## config.mk

```make
export PLATFORM = sky130hd
export DESIGN_NAME = utf8_to_cp437_transcoder
export DESIGN_NICKNAME = d
export VERILOG_FILES = /design/src/design/u2c_pkg.sv /design/src/design/u2c_front.sv /design/src/design/u2c_queue.sv /design/src/design/u2c_back.sv /design/src/design/utf8_to_cp437_transcoder.sv
export SDC_FILE = /design/constraint.sdc
export NUM_CORES = 1
export LEC_CHECK = 0
export ABC_AREA = 1
export BUFFER_PORTS_ARGS = -buffer_cell sky130_fd_sc_hd__buf_2
export CORE_MARGIN = 3
export CORE_UTILIZATION = 40
export DETAILED_ROUTE_END_ITERATION = 7
export PLACE_DENSITY = 0.62
export SYNTH_ARGS = -nofsm -noshare
export SYNTH_HDL_FRONTEND = slang
export SYNTH_SLANG_ARGS = --single-unit
```

## constraint.sdc

```tcl
create_clock -name i_clk -period 5.5 [get_ports i_clk]
set_input_delay 0.275 -clock i_clk [delete_from_list [all_inputs] [get_ports i_clk]]
set_output_delay 0.275 -clock i_clk [all_outputs]
set_load 0.005 [all_outputs]
```

## src/design/u2c_pkg.sv

```systemverilog
// ----------------------------------------------------------------------------
// u2c_pkg
// Shared types, constants and mapping functions for the UTF-8 to CP437
// transcoder.
// ----------------------------------------------------------------------------
package u2c_pkg;

    localparam int MAX_W        = 12;
    localparam logic [MAX_W-1:0] MAX_CHARS_RST = 12'd95;

    localparam int QUEUE_DEPTH  = 4;
    localparam int QPTR_W       = $clog2(QUEUE_DEPTH);
    localparam int QCNT_W       = $clog2(QUEUE_DEPTH + 1);

    localparam int LIST_LEN     = 5;
    localparam int LIST_IDX_W   = $clog2(LIST_LEN + 1);

    localparam logic [15:0] ELLIPSIS_CP = 16'h2026;
    localparam logic [7:0]  CHAR_DOT    = 8'h2E;
    localparam logic [7:0]  CHAR_QMARK  = 8'h3F;
    localparam logic [7:0]  TERM_CHAR   = 8'h00;
    localparam logic [7:0]  CONT_MASK   = 8'hC0;
    localparam logic [7:0]  CONT_TAG    = 8'h80;

    localparam logic [1:0]  NEED_NONE   = 2'd0;
    localparam logic [1:0]  NEED_ONE    = 2'd1;
    localparam logic [1:0]  NEED_TWO    = 2'd2;
    localparam logic [1:0]  NEED_THREE  = 2'd3;

    typedef struct packed {
        logic [7:0] chr;
        logic       last;
    } t_entry;

    function automatic logic [7:0] map_cp(input logic [15:0] cp);
        logic [7:0] m;
        if (cp < 16'h0080) begin
            m = cp[7:0];
        end else begin
            unique case (cp)
                16'h00E4: m = 8'h84;
                16'h00F6: m = 8'h94;
                16'h00FC: m = 8'h81;
                16'h00C4: m = 8'h8E;
                16'h00D6: m = 8'h99;
                16'h00DC: m = 8'h9A;
                16'h00DF: m = 8'hE1;
                16'h00E0: m = 8'h85;
                16'h00E1: m = 8'hA0;
                16'h00E2: m = 8'h83;
                16'h00E8: m = 8'h8A;
                16'h00E9: m = 8'h82;
                16'h00EA: m = 8'h88;
                16'h00EB: m = 8'h89;
                16'h00EC: m = 8'h8D;
                16'h00ED: m = 8'hA1;
                16'h00EE: m = 8'h8C;
                16'h00EF: m = 8'h8B;
                16'h00F2: m = 8'h95;
                16'h00F3: m = 8'hA2;
                16'h00F4: m = 8'h93;
                16'h00F9: m = 8'h97;
                16'h00FA: m = 8'hA3;
                16'h00FB: m = 8'h96;
                16'h00E7: m = 8'h87;
                16'h00C7: m = 8'h80;
                16'h00F1: m = 8'hA4;
                16'h00D1: m = 8'hA5;
                16'h00E5: m = 8'h86;
                16'h00C5: m = 8'h8F;
                16'h00E6: m = 8'h91;
                16'h00C6: m = 8'h92;
                16'h00C9: m = 8'h90;
                16'h00A0: m = 8'h20;
                16'h00B0: m = 8'hF8;
                16'h00A7: m = 8'h15;
                16'h00B5: m = 8'hE6;
                16'h00B1: m = 8'hF1;
                16'h00F7: m = 8'hF6;
                16'h00AB: m = 8'hAE;
                16'h00BB: m = 8'hAF;
                16'h00BF: m = 8'hA8;
                16'h00A1: m = 8'hAD;
                16'h2022: m = 8'h07;
                16'h2018, 16'h2019, 16'h201A: m = 8'h27;
                16'h201C, 16'h201D, 16'h201E: m = 8'h22;
                16'h2013, 16'h2014, 16'h2212: m = 8'h2D;
                default: m = 8'h00;
            endcase
        end
        return m;
    endfunction

    // code point to a shown character, '?' when there is none
    function automatic logic [7:0] cp_char(input logic [15:0] cp);
        logic [7:0] m;
        m = map_cp(cp);
        return (m != 8'h00) ? m : CHAR_QMARK;
    endfunction

    // continuation bytes a lead byte asks for
    function automatic logic [1:0] lead_need(input logic [7:0] b);
        logic [1:0] n;
        priority if ((b & 8'hE0) == 8'hC0) n = NEED_ONE;
        else if ((b & 8'hF0) == 8'hE0) n = NEED_TWO;
        else if ((b & 8'hF8) == 8'hF0) n = NEED_THREE;
        else n = NEED_NONE;
        return n;
    endfunction

endpackage

```

## src/design/u2c_front.sv

```systemverilog
// ----------------------------------------------------------------------------
// u2c_front
// Decodes each input byte against the held sequence, builds the list of
// characters it yields and issues them one per cycle while the queue has room.
// ----------------------------------------------------------------------------
module u2c_front (
    input  logic              i_clk,
    input  logic              i_rst_n,
    input  logic              i_s_axis_tvalid,
    output logic              o_s_axis_tready,
    input  logic [7:0]        i_byte,
    input  logic              i_eos,
    output logic              o_push_valid,
    output u2c_pkg::t_entry   o_push_entry,
    input  logic              i_q_full
);
    import u2c_pkg::*;

    logic [7:0]            r_pend [3];
    logic [1:0]            r_pc;
    logic [1:0]            r_sl;
    logic [7:0]            r_list [LIST_LEN];
    logic [LIST_IDX_W-1:0] r_nchr;
    logic                  r_term;
    logic [LIST_IDX_W-1:0] r_idx;
    logic                  r_busy;

    logic [7:0]            n_pend [3];
    logic [1:0]            n_pc;
    logic [1:0]            n_sl;
    logic [7:0]            n_list [LIST_LEN];
    logic [LIST_IDX_W-1:0] n_nchr;
    logic                  n_term;
    logic [LIST_IDX_W-1:0] n_idx;
    logic                  n_busy;

    logic [LIST_IDX_W-1:0] total;
    logic                  push;
    logic                  last_push;
    logic                  accept;

    // build the character list of the byte on the input
    always_comb begin
        logic       start;
        logic       is_cont;
        logic [1:0] need;
        logic [15:0] cp;
        n_pend  = r_pend;
        n_pc    = r_pc;
        n_sl    = r_sl;
        n_nchr  = '0;
        start   = 1'b0;
        cp      = '0;
        need    = NEED_NONE;
        for (int i = 0; i < LIST_LEN; i++) n_list[i] = TERM_CHAR;
        n_term  = (i_byte == 8'h00) || i_eos;
        is_cont = (i_byte & CONT_MASK) == CONT_TAG;

        if (i_byte != 8'h00) begin
            if (r_pc == 2'd0) begin
                start = 1'b1;
            end else if (!is_cont) begin
                for (int i = 0; i < 3; i++) begin
                    if (2'(i) < r_pc) begin
                        n_list[n_nchr] = cp_char({8'h00, r_pend[i]});
                        n_nchr = n_nchr + LIST_IDX_W'(1);
                    end
                end
                n_pc  = 2'd0;
                n_sl  = NEED_NONE;
                start = 1'b1;
            end else if (r_pc < r_sl) begin
                if (r_pc == 2'd1) n_pend[1] = i_byte;
                else n_pend[2] = i_byte;
                n_pc = r_pc + 2'd1;
            end else begin
                if (r_sl == NEED_ONE)
                    cp = {5'd0, r_pend[0][4:0], i_byte[5:0]};
                else if (r_sl == NEED_TWO)
                    cp = {r_pend[0][3:0], r_pend[1][5:0], i_byte[5:0]};
                else
                    cp = 16'h0000;
                n_pc = 2'd0;
                n_sl = NEED_NONE;
                if (cp == ELLIPSIS_CP) begin
                    for (int i = 0; i < 3; i++) begin
                        n_list[n_nchr] = CHAR_DOT;
                        n_nchr = n_nchr + LIST_IDX_W'(1);
                    end
                end else begin
                    n_list[n_nchr] = cp_char(cp);
                    n_nchr = n_nchr + LIST_IDX_W'(1);
                end
            end

            if (start) begin
                need = lead_need(i_byte);
                if (i_byte[7] == 1'b0 || need == NEED_NONE) begin
                    n_list[n_nchr] = cp_char({8'h00, i_byte});
                    n_nchr = n_nchr + LIST_IDX_W'(1);
                end else begin
                    n_pend[0] = i_byte;
                    n_pc      = 2'd1;
                    n_sl      = need;
                end
            end
        end

        // end of string: replay what is held
        if (n_term) begin
            for (int i = 0; i < 3; i++) begin
                if (2'(i) < n_pc) begin
                    n_list[n_nchr] = cp_char({8'h00, n_pend[i]});
                    n_nchr = n_nchr + LIST_IDX_W'(1);
                end
            end
            n_pc = 2'd0;
            n_sl = NEED_NONE;
        end
    end

    assign total     = r_nchr + {{(LIST_IDX_W-1){1'b0}}, r_term};
    assign push      = r_busy && !i_q_full;
    assign last_push = push && (r_idx == total - LIST_IDX_W'(1));
    assign o_s_axis_tready = !r_busy || last_push;
    assign accept    = i_s_axis_tvalid && o_s_axis_tready;

    assign o_push_valid       = push;
    assign o_push_entry.chr   = (r_idx < r_nchr) ? r_list[r_idx] : TERM_CHAR;
    assign o_push_entry.last  = !(r_idx < r_nchr);

    always_comb begin
        n_busy = r_busy;
        n_idx  = r_idx;
        if (accept) begin
            n_busy = (n_nchr != '0) || n_term;
            n_idx  = '0;
        end else if (last_push) begin
            n_busy = 1'b0;
        end else if (push) begin
            n_idx  = r_idx + LIST_IDX_W'(1);
        end
    end

    always_ff @(posedge i_clk) begin
        if (!i_rst_n) begin
            r_busy <= 1'b0;
            r_idx  <= '0;
            r_pc   <= 2'd0;
            r_sl   <= NEED_NONE;
            r_term <= 1'b0;
            r_nchr <= '0;
        end else begin
            r_busy <= n_busy;
            r_idx  <= n_idx;
            if (accept) begin
                r_pc   <= n_pc;
                r_sl   <= n_sl;
                r_term <= n_term;
                r_nchr <= n_nchr;
            end
        end
    end

    always_ff @(posedge i_clk) begin
        if (accept) begin
            r_pend <= n_pend;
            r_list <= n_list;
        end
    end

    a_pc_within_len: assert property (@(posedge i_clk) disable iff (!i_rst_n)
        r_pc <= r_sl)
        else $error("held byte count beyond sequence length");

    a_idx_in_list: assert property (@(posedge i_clk) disable iff (!i_rst_n)
        r_busy |-> (r_idx < total))
        else $error("issue index past end of list");

endmodule

```

## src/design/u2c_queue.sv

```systemverilog
// ----------------------------------------------------------------------------
// u2c_queue
// Short FIFO of character entries between the decoder and the output stage.
// ----------------------------------------------------------------------------
module u2c_queue (
    input  logic              i_clk,
    input  logic              i_rst_n,
    input  logic              i_push,
    input  u2c_pkg::t_entry   i_push_entry,
    output logic              o_full,
    output logic              o_valid,
    output u2c_pkg::t_entry   o_pop_entry,
    input  logic              i_pop
);
    import u2c_pkg::*;

    t_entry              r_mem [QUEUE_DEPTH];
    logic [QPTR_W-1:0]   r_wr_ptr;
    logic [QPTR_W-1:0]   r_rd_ptr;
    logic [QCNT_W-1:0]   r_count;

    assign o_full      = r_count == QCNT_W'(QUEUE_DEPTH);
    assign o_valid     = r_count != '0;
    assign o_pop_entry = r_mem[r_rd_ptr];

    always_ff @(posedge i_clk) begin
        if (!i_rst_n) begin
            r_wr_ptr <= '0;
            r_rd_ptr <= '0;
            r_count  <= '0;
        end else begin
            if (i_push) r_wr_ptr <= r_wr_ptr + QPTR_W'(1);
            if (i_pop)  r_rd_ptr <= r_rd_ptr + QPTR_W'(1);
            if (i_push && !i_pop)      r_count <= r_count + QCNT_W'(1);
            else if (!i_push && i_pop) r_count <= r_count - QCNT_W'(1);
        end
    end

    always_ff @(posedge i_clk) begin
        if (i_push) r_mem[r_wr_ptr] <= i_push_entry;
    end

    a_no_overflow: assert property (@(posedge i_clk) disable iff (!i_rst_n)
        !(i_push && o_full))
        else $error("push into full queue");

    a_no_underflow: assert property (@(posedge i_clk) disable iff (!i_rst_n)
        !(i_pop && !o_valid))
        else $error("pop from empty queue");

endmodule

```

## src/design/u2c_back.sv

```systemverilog
// ----------------------------------------------------------------------------
// u2c_back
// Applies the character budget to queued entries and drives the output
// register; holds the max_chars register.
// ----------------------------------------------------------------------------
module u2c_back #(
    parameter int COUNT_BITS = 12
) (
    input  logic                      i_clk,
    input  logic                      i_rst_n,
    input  logic                      i_cfg_valid,
    output logic                      o_cfg_ready,
    input  logic [u2c_pkg::MAX_W-1:0] i_cfg_data,
    input  logic                      i_q_valid,
    input  u2c_pkg::t_entry           i_q_entry,
    output logic                      o_pop,
    output logic                      o_m_axis_tvalid,
    input  logic                      i_m_axis_tready,
    output logic [7:0]                o_m_axis_tdata,
    output logic                      o_m_axis_tlast
);
    import u2c_pkg::*;

    localparam int CMP_W = (COUNT_BITS > MAX_W) ? COUNT_BITS : MAX_W;

    logic [MAX_W-1:0]      r_max;
    logic [COUNT_BITS-1:0] r_count;
    logic                  r_done;
    logic                  r_valid;
    logic [7:0]            r_data;
    logic                  r_last;

    logic [COUNT_BITS-1:0] n_count;
    logic                  n_done;
    logic                  n_valid;
    logic [7:0]            n_data;
    logic                  n_last;

    logic                  can_load;
    logic                  full_now;
    logic                  full_next;
    logic [COUNT_BITS-1:0] cnt_inc;

    assign o_cfg_ready = 1'b1;
    assign can_load    = !r_valid || i_m_axis_tready;
    assign o_pop       = can_load && i_q_valid;
    assign cnt_inc     = r_count + COUNT_BITS'(1);
    assign full_now    = (CMP_W'(r_count) >= CMP_W'(r_max)) || (r_count == '1);
    assign full_next   = (CMP_W'(cnt_inc) >= CMP_W'(r_max)) || (cnt_inc == '1);

    always_comb begin
        n_count = r_count;
        n_done  = r_done;
        n_valid = r_valid;
        n_data  = r_data;
        n_last  = r_last;
        if (can_load) n_valid = 1'b0;
        if (o_pop) begin
            if (i_q_entry.last) begin
                n_valid = 1'b1;
                n_data  = TERM_CHAR;
                n_last  = 1'b1;
                n_count = '0;
                n_done  = 1'b0;
            end else if (r_done || full_now) begin
                n_done  = 1'b1;
            end else begin
                n_valid = 1'b1;
                n_data  = i_q_entry.chr;
                n_last  = 1'b0;
                n_count = cnt_inc;
                n_done  = full_next;
            end
        end
    end

    always_ff @(posedge i_clk) begin
        if (!i_rst_n) begin
            r_max   <= MAX_CHARS_RST;
            r_count <= '0;
            r_done  <= 1'b0;
            r_valid <= 1'b0;
        end else begin
            if (i_cfg_valid) r_max <= i_cfg_data;
            r_count <= n_count;
            r_done  <= n_done;
            r_valid <= n_valid;
        end
    end

    always_ff @(posedge i_clk) begin
        r_data <= n_data;
        r_last <= n_last;
    end

    assign o_m_axis_tvalid = r_valid;
    assign o_m_axis_tdata  = r_data;
    assign o_m_axis_tlast  = r_last;

    a_term_is_zero: assert property (@(posedge i_clk) disable iff (!i_rst_n)
        (r_valid && r_last) |-> (r_data == TERM_CHAR))
        else $error("terminator carries nonzero data");

    a_term_restarts: assert property (@(posedge i_clk) disable iff (!i_rst_n)
        (o_pop && i_q_entry.last) |=> (r_count == '0 && !r_done))
        else $error("string state not cleared after terminator");

endmodule

```

## src/design/utf8_to_cp437_transcoder.sv

```systemverilog
// Path: the first CP437 byte of an input byte passes the decoder's list register,
// the queue and the output register before it is valid.
// Throughput: one input byte per cycle while each byte yields at most one result
// and the queue has room; a byte yielding more (replays, ellipsis, terminator) holds
// the input until all are issued, one queue entry per cycle while the queue has room.
// Reset: synchronous, active low; clears held bytes, counters, queue; max_chars = 95.
// ----------------------------------------------------------------------------
// utf8_to_cp437_transcoder
// UTF-8 byte stream in, CP437 byte stream out, with a per-string character
// budget and a zero terminator marked last.
// ----------------------------------------------------------------------------
module utf8_to_cp437_transcoder #(
    parameter int COUNT_BITS = 12
) (
    input  logic                      i_clk,
    input  logic                      i_rst_n,
    input  logic                      i_cfg_valid,
    output logic                      o_cfg_ready,
    input  logic [u2c_pkg::MAX_W-1:0] i_cfg_data,      // max_chars
    input  logic                      i_s_axis_tvalid,
    output logic                      o_s_axis_tready,
    input  logic [7:0]                i_s_axis_tdata,  // in_byte
    input  logic                      i_s_axis_tlast,  // end_of_string
    output logic                      o_m_axis_tvalid,
    input  logic                      i_m_axis_tready,
    output logic [7:0]                o_m_axis_tdata,  // out_char
    output logic                      o_m_axis_tlast   // last
);
    import u2c_pkg::*;

    logic   push_valid;
    t_entry push_entry;
    logic   q_full;
    logic   q_valid;
    t_entry q_entry;
    logic   pop;

    u2c_front u_front (
        .i_clk           (i_clk),
        .i_rst_n         (i_rst_n),
        .i_s_axis_tvalid (i_s_axis_tvalid),
        .o_s_axis_tready (o_s_axis_tready),
        .i_byte          (i_s_axis_tdata),
        .i_eos           (i_s_axis_tlast),
        .o_push_valid    (push_valid),
        .o_push_entry    (push_entry),
        .i_q_full        (q_full)
    );

    u2c_queue u_queue (
        .i_clk        (i_clk),
        .i_rst_n      (i_rst_n),
        .i_push       (push_valid),
        .i_push_entry (push_entry),
        .o_full       (q_full),
        .o_valid      (q_valid),
        .o_pop_entry  (q_entry),
        .i_pop        (pop)
    );

    u2c_back #(
        .COUNT_BITS (COUNT_BITS)
    ) u_back (
        .i_clk           (i_clk),
        .i_rst_n         (i_rst_n),
        .i_cfg_valid     (i_cfg_valid),
        .o_cfg_ready     (o_cfg_ready),
        .i_cfg_data      (i_cfg_data),
        .i_q_valid       (q_valid),
        .i_q_entry       (q_entry),
        .o_pop           (pop),
        .o_m_axis_tvalid (o_m_axis_tvalid),
        .i_m_axis_tready (i_m_axis_tready),
        .o_m_axis_tdata  (o_m_axis_tdata),
        .o_m_axis_tlast  (o_m_axis_tlast)
    );

endmodule
```

After elaboration in Yosys (flattened, before gate mapping):

Memory sizes are Yosys's and may differ from the RTL's. A register that Yosys moved wholly into a read port is not among the register bits.
Cells that the tools add are included.

* $add $sub $neg: 15
* multipliers: 0
* div/mod/pow operators: 0
* order comparisons: 31
* eq/ne operators: 367
* shifts and indexed selects: 0
* mux-type cells: 174
* bitwise operators: 10
* reductions and logical operators: 50

Operator list (count)
* $eq 8x8->1 const B: 301
* $pmux 8 s43: 7
* $eq 16x8->1 const B: 43
* $mux 40: 16
* $mux 8: 61
* $pmux 8 s47: 1
* $bwmux 40: 6
* $eq 16x14->1 const B: 11
* $mux 16: 10
* $demux 8 s3: 6
* $mux 24: 3
* $reduce_bool 8->1: 9
* $mux 3: 23
* $lt 8x8->1 const B: 7
* $mux 2: 22
* $ge 4x4->1 const B: 7
* $not 3->4: 7
* $add 3x1->3 const B: 8
* $bmux 8 s3: 1
* $eq 12x12->1 const B: 2
* $ge 12x12->1: 2
* $lt 4x1->1 const B: 6
* $mux 12: 2
* $lt 16x8->1 const B: 1
* other kinds (28): 85

* bits in registers: 118
* bits in latches: 0
* RAM bits: 36
* memory bits (read-only): 0
* bits of input ports: 26
* output and inout bits: 12
* memories: 1

Memories
* u_queue.r_mem: words 4, width 9, read ports 1, clocked after Yosys merged registers in 1, wr ports 1, line u2c_queue.sv:17 `t_entry r_mem [QUEUE_DEPTH];`

Depth between registers and ports, before layout:

* depth in word-level cells: 36
* depth in mapped cells: 30
* mapped depth without buffers: 29

Cells and area by module:

Synthesis repeated with hierarchy kept, for this count alone.

* cell total of the unflattened synthesis: 3168
* area, all modules: 17934.7 um^2

By module, submodules not included
* u2c_front: times used 1, cells an instance 2714, area each 13813.2 um^2
* u2c_back: times used 1, cells an instance 309, area each 2237.1 um^2
* u2c_queue: times used 1, cells an instance 145, area each 1884.3 um^2

Worst setup path before layout:

No wires, ideal clock.

* path type: register to register
* start point: register u_front.r_pend[18] (netlist name)
* end point: register u_front.r_list[14] (netlist name), data pin
* data arrival time: 3.856 ns
* required time: 5.244 ns
* slack: 1.387 ns
* cell stages (with the launch flop): 24
* buffers on the path: 1
* clock period less this slack: 4.113 ns
* cells stage by stage: edfxtp_1 nor2_1 nand2_1 nor2_1 nand3_1 inv_1 nand3_2 a21oi_4 nand2_2 inv_1 ha_1 o21ai_0 a21oi_2 ha_1 nand2_1 nand2_2 ha_1 or2_2 o21ai_2 nor2_1 nand3_1 buf_4 o211ai_1 a22o_1

RTL lines
* from (decl): line u2c_front.sv:19 `logic [7:0] r_pend [3];`
* from (signal assigned): line u2c_front.sv:167 `r_pend <= n_pend;`
* to (signal assigned): line u2c_front.sv:168 `r_list <= n_list;`
* to (decl): line u2c_front.sv:22 `logic [7:0] r_list [LIST_LEN];`

==> results.sh <==
export IMPL_status="complete, no violations"
export IMPL_synth_seq_cells=156
export IMPL_via_count=20700
export IMPL_drt_first_pass_iters=6
export IMPL_io_buffers=36
export IMPL_p_clk_frac=0.297
export IMPL_die_area_um2=46100
export IMPL_post_route_min_period_ns=5.09
export IMPL_clockBufferDepth=2
export IMPL_yosys_most_used_dff="edfxtp_1"
export IMPL_vias_per_cell=5.69
export IMPL_synth_edf_count=109
export IMPL_synth_top_cell_area_share=0.203
export IMPL_drt_total_wl_um=68200
export IMPL_ys_top_cells_by_count="nand2_1 (943), nor2_1 (520), inv_1 (338), nand3_1 (298), a21oi_1 (162)"
export IMPL_cts_hold_fix_buffers=0
export IMPL_finalSetupViolations=0
export IMPL_power_internal_w=0.00246
export IMPL_cts_tree="yes"
export IMPL_rsz0062_at_grt="no"
export IMPL_htreeDepth=4
export IMPL_grt_pass1_wl_um=107000
export IMPL_die_h_um=215
export IMPL_area_delta_synth_final_pct=7.75
export IMPL_worst_pin_slew_ns=1.14
export IMPL_drcViolationCount=0
export IMPL_power_switching_w=0.00171
export IMPL_min_path_type="in2reg"
export IMPL_ant_nets=0
export IMPL_hold_slack_ns=0.0438
export IMPL_max_freq_mhz=196
export IMPL_wl_per_cell_um=18.7
export IMPL_cts_sinks=156
export IMPL_worstSetupPathType="reg2reg"
export IMPL_clk_latency_ns=0.45
export IMPL_die_w_um=215
export IMPL_syn_area_um2=17400
export IMPL_core_um2=42500
export IMPL_worstPathMaxFanout=12
export IMPL_grt_pass1_vias=19300
export IMPL_gr_total_overflow=0
export IMPL_synth_largest_area_cell="nand2_1"
export IMPL_vdd_drop_max_mv=0.195
export IMPL_path_clk_slew_ns=0.08
export IMPL_ys_warnings_count=0
export IMPL_syn_num_nets=3119
export IMPL_grtUsageTotal=0.286
export IMPL_cap_violations=0
export IMPL_yosysUniqueCellTypes=60
export IMPL_p_per_area_nw_per_um2=222
export IMPL_hold_depth=3
export IMPL_slew_headroom=0.240
export IMPL_synthCells=3046
export IMPL_ff2ff_path_depth=23
export IMPL_syn_avg_cell_area_um2=5.72
export IMPL_antenna_cells=0
export IMPL_swShare=0.410
export IMPL_critPathCaptureType="register"
export IMPL_fillers=4667
export IMPL_initial_core_util=0.410
export IMPL_slew_violations=0
export IMPL_grt_max_degree=48
export IMPL_power_leakage_nw=9.94
export IMPL_place_hpwl_um=54400
export IMPL_numCtsBuffers=17
export IMPL_worstPathRequired_ns=5.69
export IMPL_crit_path_start_kind="register"
export IMPL_clock_skew_ns=0.0148
export IMPL_setup_tns_ns=0
export IMPL_antenna_found_initial=1
export IMPL_rows=75
export IMPL_ioPinCount=38
export IMPL_drive_above_1_share=0.0639
export IMPL_p_comb_frac=0.333
export IMPL_yosys_top_cells_area="nand2_1 (20%), edfxtp_1 (19%), nor2_1 (11%)"
export IMPL_yosysMostFrequentCell="nand2_1"
export IMPL_hold_violations=0
export IMPL_gp_congestion=1.02
export IMPL_pwr_share_seq=0.371
export IMPL_drt_initial_drc_count=2117
export IMPL_cts_root_buf="clkbuf_16"
export IMPL_async_reset_ff_frac=0
export IMPL_fin_nets=3129
export IMPL_ys_seq_area_frac=0.242
export IMPL_worstPathArrival_ns=5.28
export IMPL_post_route_period_util=0.926
==> cell families after synthesis <==
family	share of synthesized area
other cells	0.000215
fa+ha+maj	0.0342
buf+inv	0.101
compound gates	0.138
simple gates	0.478
flops	0.242
xor+xnor	0.00703
==> stage by stage <==
| stage | worst slack [ns] | power [W] | cell area (µm²) | cells | utilization |
|---|---|---|---|---|---|
| floorplan | 1.39 | 0.00245 | 17400 | 3046 | - |
| global placement | 0.704 | 0.00293 | 18200 | 3614 | 0.428 |
| detailed placement | 0.556 | 0.00294 | 18200 | 3614 | 0.428 |
| CTS | 0.531 | 0.00417 | 18800 | 3646 | 0.442 |
| global route | 0.0341 | 0.00440 | 18800 | 3646 | 0.442 |
| finish | 0.410 | 0.00417 | 18800 | 3646 | 0.442 |
==> placed cells by master, fill, tap and decap left out, types with 7 or more instances in the layout <==
cell type / count
a21oi_1: 162
buf_2: 36
buf_4: 25
clkbuf_16: 17
clkinv_1: 12
dfxtp_1: 47
edfxtp_1: 109
ha_1: 46
inv_1: 337
inv_2: 24
inv_6: 7
nand2_1: 943
nand2_2: 20
nand3_1: 297
nand3b_1: 14
nand4_1: 56
nor2_1: 518
nor2_2: 15
nor3_1: 67
nor3_2: 8
nor4_1: 9
o211ai_1: 16
o21ai_0: 141
o21ai_1: 15
o21ai_2: 11
o221ai_1: 11
o22ai_1: 12
o31ai_1: 7
xor2_1: 11
==> power groups by stage <==
stage | clock network (W) | registers [W] | logic, W
after floorplan | 0 | 0.00152 | 0.000933
after global placement | 0 | 0.00157 | 0.00136
after CTS | 0.00125 | 0.00155 | 0.00137
final | 0.00124 | 0.00155 | 0.00139
after global routing | 0.00130 | 0.00156 | 0.00154
after detailed placement | 0 | 0.00157 | 0.00136
==> worst paths after layout <==
check	end	slack, ns	start
max	u_front.r_list[25]$_DFFE_PP_	0.41	u_front.r_pend[18]$_DFFE_PP_
min	u_back.r_max[4]$_SDFFE_PN1P_	0.04	i_cfg_data[4]
max reg2reg	u_front.r_list[25]$_DFFE_PP_	0.41	u_front.r_pend[18]$_DFFE_PP_
min reg2reg	u_back.r_done$_SDFFE_PN0P_	0.47	u_back.r_done$_SDFFE_PN0P_
==> routing by layer <==
layer,routed length (µm),GRT usage
met3,5040,0.0345
met4,3190,0.121
met2,31200,0.474
met1,28800,0.376
met5,13,0
==> worst max-delay path, cell delays in order, from the launching register on <==
cell and delay, ns:
edfxtp_1 0.48, nor2_1 0.30, nand2_1 0.16, nor2_1 0.22, nand3_1 0.15, inv_1 0.11, nand3_2 0.14, a21oi_4 0.25
nand2_2 0.14, inv_1 0.09, ha_1 0.22, o21ai_0 0.21, a21oi_2 0.10, ha_1 0.30, nand2_1 0.08, nand2_2 0.11
ha_1 0.30, or2_2 0.30, o21ai_2 0.13, nand4_1 0.46, inv_1 0.29, nand3_1 0.11, nand3_1 0.11, nand2_1 0.06
==> state kept, by name, summed over array words and instances (netlist names), 3 cells and up, named ones only <==
register,cells
u_back.r_count,12
u_front.r_pend,24
u_back.r_max,12
u_front.r_nchr,3
u_front.r_list,40
u_front.r_idx,3
u_queue.r_count,3
u_queue.r_mem,36
u_back.o_m_axis_tdata,8
==> cell type report <==
cell class / count / area [µm²] / area share
Multi-Input combinational cell: 2446 / 11500 / 0.610
Sequential cell: 156 / 4210 / 0.224
Inverter: 374 / 1420 / 0.0754
Tap cell: 577 / 722 / 0.0384
Clock buffer: 18 / 429 / 0.0228
Timing Repair Buffer: 61 / 368 / 0.0196
Clock inverter: 14 / 171 / 0.00912
==> what timing repair did <==
action | 4_1_cts | 5_1_grt
resized for setup | 0 | 1
endpoints found under the setup margin | 0 | 1
buffers inserted | 0 | 0
(Power assumes the default switching activity.)
